===== config.mk =====
export PLATFORM = sky130hd
export DESIGN_NAME = rac_ctrl
export DESIGN_NICKNAME = d
export VERILOG_FILES = /design/src/rtl/rac_pkg.sv /design/src/rtl/rac_ctrl.sv
export SDC_FILE = /design/constraint.sdc
export NUM_CORES = 1
export LEC_CHECK = 0
export BUFFER_PORTS_ARGS = -buffer_cell sky130_fd_sc_hd__buf_2
export CORE_AREA = 2 2 39 41
export CTS_CLUSTER_SIZE = 12
export DETAILED_ROUTE_END_ITERATION = 8
export DIE_AREA = 0 0 41 43
export PLACE_DENSITY = 0.35
export RECOVER_POWER = 100
export SLEW_MARGIN = 20
export SYNTH_ARGS = -nofsm -noshare
export SYNTH_HDL_FRONTEND = slang
export SYNTH_SLANG_ARGS = --single-unit
export TNS_END_PERCENT = 5

===== constraint.sdc =====
create_clock -name clk -period 1.75 [get_ports clk]
set_input_delay 0.35 -clock clk [delete_from_list [all_inputs] [get_ports clk]]
set_output_delay 0.35 -clock clk [all_outputs]
set_load 0.1 [all_outputs]

===== src/rtl/rac_pkg.sv =====
// Types, codes and constants of the range add / count-at-least block.
// Used by the controller, datapath and top level; no dependencies.
package rac_pkg;

	localparam int unsigned MAX_ELEMENTS = 1024;
	localparam int unsigned IDX_W = 10;
	localparam int unsigned CNT_W = 11;

	typedef enum logic [1:0] {
		OP_LOAD  = 2'd0,
		OP_ADD   = 2'd1,
		OP_COUNT = 2'd2,
		OP_NONE  = 2'd3
	} op_t;

	typedef struct packed {
		logic [1:0]        opcode;
		logic [IDX_W-1:0]  first_index;
		logic [IDX_W-1:0]  last_index;
		logic signed [31:0] operand_value;
	} item_t;

	typedef struct packed {
		logic [CNT_W-1:0] count;
		logic             range_error;
	} result_t;

	typedef enum logic [2:0] {
		ST_IDLE,
		ST_CHECK,
		ST_READ,
		ST_ACC,
		ST_DONE
	} state_t;

	typedef struct packed {
		logic capture;
		logic load_wr;
		logic begin_scan;
		logic acc;
		logic step;
	} cmd_t;

	typedef struct packed {
		logic  range_bad;
		op_t   op;
		logic  at_last;
	} status_t;

endpackage


===== src/rtl/rac_ctrl.sv =====
// Controller state machine of the range add / count-at-least block.
// Depends on rac_pkg; drives the datapath through rac_pkg::cmd_t.
module rac_ctrl (
	input  logic              clk,
	input  logic              arst_n,
	input  logic              start,
	input  rac_pkg::status_t  status,
	output rac_pkg::cmd_t     cmd,
	output logic              busy,
	output logic              done
);

	rac_pkg::state_t state_q, state_d;

	always_ff @(posedge clk or negedge arst_n) begin
		if (!arst_n) begin
			state_q <= rac_pkg::ST_IDLE;
		end else begin
			state_q <= state_d;
		end
	end

	always_comb begin
		state_d = state_q;
		cmd = '0;
		busy = 1'b1;
		done = 1'b0;
		case (state_q)
			rac_pkg::ST_IDLE: begin
				busy = 1'b0;
				if (start) begin
					cmd.capture = 1'b1;
					state_d = rac_pkg::ST_CHECK;
				end
			end
			rac_pkg::ST_CHECK: begin
				if (status.range_bad || status.op == rac_pkg::OP_NONE) begin
					state_d = rac_pkg::ST_DONE;
				end else if (status.op == rac_pkg::OP_LOAD) begin
					cmd.load_wr = 1'b1;
					state_d = rac_pkg::ST_DONE;
				end else begin
					cmd.begin_scan = 1'b1;
					state_d = rac_pkg::ST_READ;
				end
			end
			rac_pkg::ST_READ: begin
				state_d = rac_pkg::ST_ACC;
			end
			rac_pkg::ST_ACC: begin
				cmd.acc = 1'b1;
				if (status.at_last) begin
					state_d = rac_pkg::ST_DONE;
				end else begin
					cmd.step = 1'b1;
					state_d = rac_pkg::ST_READ;
				end
			end
			rac_pkg::ST_DONE: begin
				done = 1'b1;
				state_d = rac_pkg::ST_IDLE;
			end
			default: begin
				state_d = rac_pkg::ST_IDLE;
			end
		endcase
	end

endmodule


**After elaboration in Yosys (flattened, before gate mapping)**

Index checks and enable logic that the tools add are counted.

- Bits in writable memories: 0
- Memories: 0
- Bits in latches: 0
- Word-level logic and storage cells: 25
- Memory bits (read-only): 0
- Bits in registers: 3

- Reduce and logical (&&, ||, !) cells: 3
- Mux-type cells: 15
- Bitwise operators: 0
- Shifts and indexed selects: 0
- Multipliers: 0
- Magnitude comparators: 0
- Div/mod/pow operators: 0
- Add/subtract/negate cells: 0
- Eq/ne operators: 6

Operators by type and width:

| kind | number |
|---|---|
| 3-bit two-way mux | 4 |
| 3-bit one-hot mux with 4 select lines | 1 |
| 1-bit two-way mux | 7 |
| 3-bit by 2-bit equality test with 1-bit output (second input constant) | 2 |
| 2-bit two-way mux | 3 |
| 3-bit by 1-bit equality test with 1-bit output (second input constant) | 1 |
| 3-bit equality test (second input constant) | 1 |
| 3-bit logical NOT | 1 |
| 2-bit equality test (second input constant) | 1 |
| 2-bit logical NOT | 1 |
| 2-bit inequality test (second input constant) | 1 |
| 1-bit logical OR | 1 |

**Depth between registers and ports, before layout**

Gate-level depths: netlist of the first run.

- Depth after elaboration: 4
- Mapped depth: 2
- Gate-level depth less buffers: 2

**Worst setup path before layout of the first run**

OpenSTA, ideal clock, no wires.

- Path kind: flip-flop to output port
- From: register state_q[1]
- To: output cmd[3] (netlist name)
- Stages on the path, launching flop included: 3
- Arrival: 3.003 ns
- Buffers on the path: 0
- Slack: -1.603 ns
- Required time: 1.400 ns
- Cells stage by stage: dfrtp_1 -> or4b_4 -> nor3_1

RTL lines:

| element | RTL line | source |
|---|---|---|
| start, declared | rac_ctrl.sv:13 | `rac_pkg::state_t state_q, state_d;` |
| start signal, assigned | rac_ctrl.sv:17 | `state_q <= rac_pkg::ST_IDLE;` |
| start signal, assigned | rac_ctrl.sv:19 | `state_q <= state_d;` |
| end, declared | rac_ctrl.sv:8 | `output rac_pkg::cmd_t cmd,` |

==> impl_metrics.ini, run 1 <==
[clock_tree]
worst_setup_hold_path_clk_slew_ps = 40
clock_path_buffers = 2
cts_inserted_buffers = 3
clk_lat_worst_skew_ps = 230
postCtsSetupRepairBufs = 0
tritoncts = yes
numClockSinks = 3
ctsRootBufferMaster = sky130_fd_sc_hd__clkbuf_4
htree_levels = 1

[finish]
largest_register_ff_count = 3
top_register = state_q
area.sequential_sq_um = 75.1
multiInputGateArea_sq_um = 155
layout_commonest_cell = sky130_fd_sc_hd__buf_2
layout.cells.most_common_list = sky130_fd_sc_hd__buf_2 (5), sky130_fd_sc_hd__clkbuf_4 (4), sky130_fd_sc_hd__buf_12 (4)
final_layout_size_suffix_gt1_frac = 0.659
nFillCells = 147
largest_registers = state_q: 3 flops
flow.area_growth_from_synthesis_pct = 129
nets = 49
finish.utilization = 0.324
antenna_cells_inserted = 0

[timing]
setup_viol = 4
slew-limit-headroom = 0.742
timing.final.ws_setup_ps = -184
finalHoldViolations = 0
rsz0062_at_grt = true
final_number_of_max_transition_violations = 0
clock-skew-final_ps = 0.0450
final_worst_path_period_need_ps = 1930
timing.final.crit_share = 1.10
max_freq_ghz = 0.517
tightest_slew_ps = 385

[critical_path]
crit_fanout = 3
worst_ep_arrival_time_ps = 1580
data_required_critical_path_ps = 1400
kind_of_start_point_of_the_critical_path = register
setup_crit_end_kind = output pin
timing_worst_setup_path_type = reg -> out

[global_route]
grt_usage = 0.0725
antenna_found_initial = 0
maximum_number_of_pins_on_one_net_before_global_route_repair = 7
globalRouteOverflowTotal = 0
grt_first_pass_wirelength_microns = 834
number_of_global_route_vias_before_repair = 226

[floorplanning]
height_of_the_die_microns = 43
chipWidth_microns = 41
fp-row-count = 14
core_region_area_sq_mm = 0.00138
die_area_sq_mm = 0.00176
initial_core_util = 0.141
io_pins = 14

[route]
detailroute.via_count = 233
wl_final_microns = 534
routed_wire_length_per_instance_microns = 9.37
drc_violations_left = 0
ant_nets = 0
drt-vias-per-instance = 4.09
detailedRoute.firstPassIterationCount = 4
detailedRoute.firstIterationViolations = 2

[yosys]
synthAdderAreaFrac = 0
number_of_synthesized_register_bits = 3
syn_nets = 27
post_synth_and_or_nand_nor_area_fraction = 0.410
synth_sequential_area_ratio = 0.385
yosysUniqueCellTypes = 14
synth_area_per_cell_sq_um = 9.76
post_synth_inst_count = 20
synth_compound_gate_area_share = 0.141
synthXorXnorAreaFrac = 0.0449
synthMuxAreaShare = 0
synth_top_family_by_area = simple AND/OR/NAND/NOR gates
yosys_warnings = 0
cell_area_after_synthesis_sq_um = 195

[outcome]
status = finished, violations left
failing_checks = negative setup slack

[placed_design]
gp_congestion = 0.669
place.port_buffers = 13
detailedPlacementHpwl_microns = 430

[hold_path]
min-delay-path-class = in -> reg

[flow_run]
timing.max_cap.violations = 0
## through the flow
stage	instances	worst slack, ps	instance area, sq um	TNS, ps	hold slack [ps]
finish	57	-184	448	-499	404
global route	57	-228	448	-734	413
CTS	57	-196	474	-576	394
detailed placement	52	42.0	432	0	147
global placement	52	50.5	432	0	143
floorplan	20	-365	234	-1280	54.4
## cells by family after synthesis
| group | Yosys count |
|---|---|
| simple gates | 12 |
| buf+inv | 1 |
| xor+xnor | 1 |
| flops | 3 |
| compound gates | 3 |
## synth_stat cells, drive strengths merged
cell	number	share of area
xnor2	1	0.045
nor2b	2	0.064
dfrtp	3	0.38
and3b	1	0.051
o311a	1	0.058
or3	1	0.038
or2b	1	0.038
nor2	3	0.058
inv	1	0.019
nor3b	1	0.038
or4b	1	0.070
nor3	2	0.051
a21bo	1	0.051
o22ai	1	0.032
## critical path, cell delays in order (launching register included)
cell,delay [ps]
sky130_fd_sc_hd__dfrtp_1,390
sky130_fd_sc_hd__or4b_4,590
sky130_fd_sc_hd__nor3_4,170
sky130_fd_sc_hd__buf_12,200
## path summary, 6_finish.rpt
kind,from,to,slack (ps),depth (start not counted)
max in group asynchronous,arst_n,state_q[2],1150,2
min reg2reg,state_q[2],state_q[0],500,1
min,start,state_q[0],400,3
max reg2reg,state_q[1],state_q[1],510,2
max,state_q[1],cmd[3],-180,3
min in group asynchronous,arst_n,state_q[0],460,2
## timing repair
action                                  4_1_cts  5_1_grt
resized for setup                             2        0
endpoints found under the hold margin         3        0
hold buffers                                  1        0
endpoints found under the setup margin        5        5
## layer usage
metal | GRT usage | wire length (microns) | up-vias
met5 | 0 | 0 | -
met2 | 0.113 | 282 | 11
met4 | 0.0800 | 16 | 0
li1 | - | - | 114
met3 | 0 | 25 | 2
met1 | 0.0779 | 210 | 106
## final cells by class
cell class,instances,share of cell area
Multi-Input combinational cell,16,0.346
Timing Repair Buffer,17,0.374
Clock buffer,4,0.0587
Sequential cell,3,0.168
Inverter,1,0.00838
Tap cell,16,0.0447
Power of run 1 is not shown: default switching activity piles up to over one toggle a cycle in this logic, so the estimate is an artifact.
==> run 2, diff against run 1 <==
--- a/config.mk
+++ b/config.mk
@@ -5,6 +5,7 @@
 export SDC_FILE = /design/constraint.sdc
 export NUM_CORES = 1
 export LEC_CHECK = 0
+export ABC_CLOCK_PERIOD_IN_PS = 2380
 export BUFFER_PORTS_ARGS = -buffer_cell sky130_fd_sc_hd__buf_2
 export CORE_AREA = 2 2 39 41
 export CTS_CLUSTER_SIZE = 12
==> constraint.sdc (replaced) <==
create_clock -name clk -period 2.38 [get_ports clk]
set_input_delay 0.476 -clock clk [delete_from_list [all_inputs] [get_ports clk]]
set_output_delay 0.476 -clock clk [all_outputs]
set_load 0.1 [all_outputs]
==> run 2 against run 1 <==
Effect of this change: the run now ends clean; non-clock buffer count is 4 lower; cell count shrank 7.0%; via count fell by 15%; highest routed layer is now met3; clock skew up 3.6 ps; routed wire length down 4.9%; setup slack better by 360 ps; sequential cell count unchanged.
==> impl_metrics.ini, run 2 (same netlist as run 1, synthesis figures left out) <==
[timing]
slew-limit-headroom = 0.641
tightest_slew_ps = 540
setup_viol = 0
timing.final.ws_setup_ps = 176
finalHoldViolations = 0
rsz0062_at_grt = false
timing.final.crit_share = 0.926
final_worst_path_period_need_ps = 2200
clock-skew-final_ps = 3.68
final_number_of_max_transition_violations = 0
max_freq_ghz = 0.454

[clock_tree]
cts_inserted_buffers = 3
ctsRootBufferMaster = sky130_fd_sc_hd__clkbuf_4
cts_hold_buffers = 0
clk_lat_worst_skew_ps = 230
htree_levels = 1
clock_path_buffers = 2
numClockSinks = 3
cts_resized = 0
worst_setup_hold_path_clk_slew_ps = 40
postCtsSetupRepairBufs = 0
tritoncts = yes

[critical_path]
worst-path-buf-inv = 1
worst_setup_path_endpoint = cmd[4]
critical_path.startpoint = state_q[0]
crit_path_max_incr_delay_ps = 510
r2r_slack_ps = 1070
rr_startpoint = state_q[1]
r2r.worst_path.cells = 2
worst_path_max_delay_cell = sky130_fd_sc_hd__or3_2
timing_worst_setup_path_type = reg -> out
path_delay_family = simple AND/OR/NAND/NOR gates
data_required_critical_path_ps = 1900
kind_of_start_point_of_the_critical_path = register
setup_crit_end_kind = output pin
worst_ep_arrival_time_ps = 1730
crit_fanout = 7
timing.critical_path.cells = or3_2 > nor2_1 > clkbuf_2
timing.rr.end = state_q[1]
critical_path_depth = 3

[finish]
flow.area_growth_from_synthesis_pct = 68.6
top_register = state_q
layout.cells.most_common_list = sky130_fd_sc_hd__buf_2 (5), sky130_fd_sc_hd__clkbuf_2 (5), sky130_fd_sc_hd__clkbuf_4 (4)
nFillCells = 157
largest_register_ff_count = 3
final_layout_size_suffix_gt1_frac = 0.568
nets = 45
largest_registers = state_q: 3 flops
antenna_cells_inserted = 0

[route]
drt-vias-per-instance = 3.75
detailedRoute.firstPassIterationCount = 2
detailedRoute.firstIterationViolations = 2
ant_nets = 0
detailroute.via_count = 199
drc_violations_left = 0
routed_wire_length_per_instance_microns = 9.58
wl_final_microns = 508

[floorplanning]
die_area_sq_mm = 0.00176
initial_core_util = 0.141
fp-row-count = 14
io_pins = 14
core_region_area_sq_mm = 0.00138
chipWidth_microns = 41
height_of_the_die_microns = 43

[global_route]
grt_first_pass_wirelength_microns = 765
globalRouteOverflowTotal = 0
maximum_number_of_pins_on_one_net_before_global_route_repair = 9
number_of_global_route_vias_before_repair = 187
grt_usage = 0.0682
antenna_found_initial = 0

[placed_design]
gp_congestion = 0.637
placement.setup.worst_slack_ps = 423
place.port_buffers = 13

[hold_path]
min-delay-path-class = in -> async

[outcome]
status = finished clean

[flow_run]
timing.max_cap.violations = 0
## run 2: cell count changes in the layout (fill, tap and decap cells not counted), sizes merged
cell and delta:
buf -7, clkbuf +4, dlygate4sd3 -1
## run 2: worst min-delay path by stage
| stage | from | depth (start not counted) | endpoint |
|---|---|---|---|
| after floorplan | arst_n | 0 | state_q[0] |
| after global placement | arst_n | 1 | state_q[0] |
| after detailed placement | arst_n | 1 | state_q[2] |
| after CTS | arst_n | 1 | state_q[0] |
| after global routing | arst_n | 1 | state_q[2] |
| final | arst_n | 1 | state_q[2] |
## run 2: through the flow
step	utilization	hold slack, ps	instance area [sq um]	setup TNS [ps]	instances
3_5_place_dp	0.231	275	320	0	49
6_report	0.238	39.4	329	0	53
5_1_grt	0.238	51.0	329	0	53
2_1_floorplan	-	180	205	-1730	20
3_3_place_gp	0.231	270	320	0	49
4_1_cts	0.250	26.4	347	0	53
## run 2: per-layer routing
| layer | vias up | share of wire | GRT usage | wire (microns) |
|---|---|---|---|---|
| met2 | 7 | 0.47 | 0.100 | 237 |
| met4 | 0 | 0 | 0.0200 | 0 |
| met3 | 0 | 0.071 | 0.0628 | 36 |
| met1 | 87 | 0.46 | 0.0673 | 235 |
| li1 | 105 | - | - | - |
| met5 | - | 0 | 0 | 0 |
## run 2: layout make-up
| class | instances | area (sq um) | area share |
|---|---|---|---|
| sequential | 3 | 75.1 | 0.228 |
| multi-input combinational | 16 | 123 | 0.373 |
| clock buffer | 4 | 26.3 | 0.0798 |
| inverter | 1 | 3.75 | 0.0114 |
| timing repair buffer | 13 | 81.3 | 0.247 |
| tap | 16 | 20.0 | 0.0608 |
Power of run 2 is left out for the same reason.
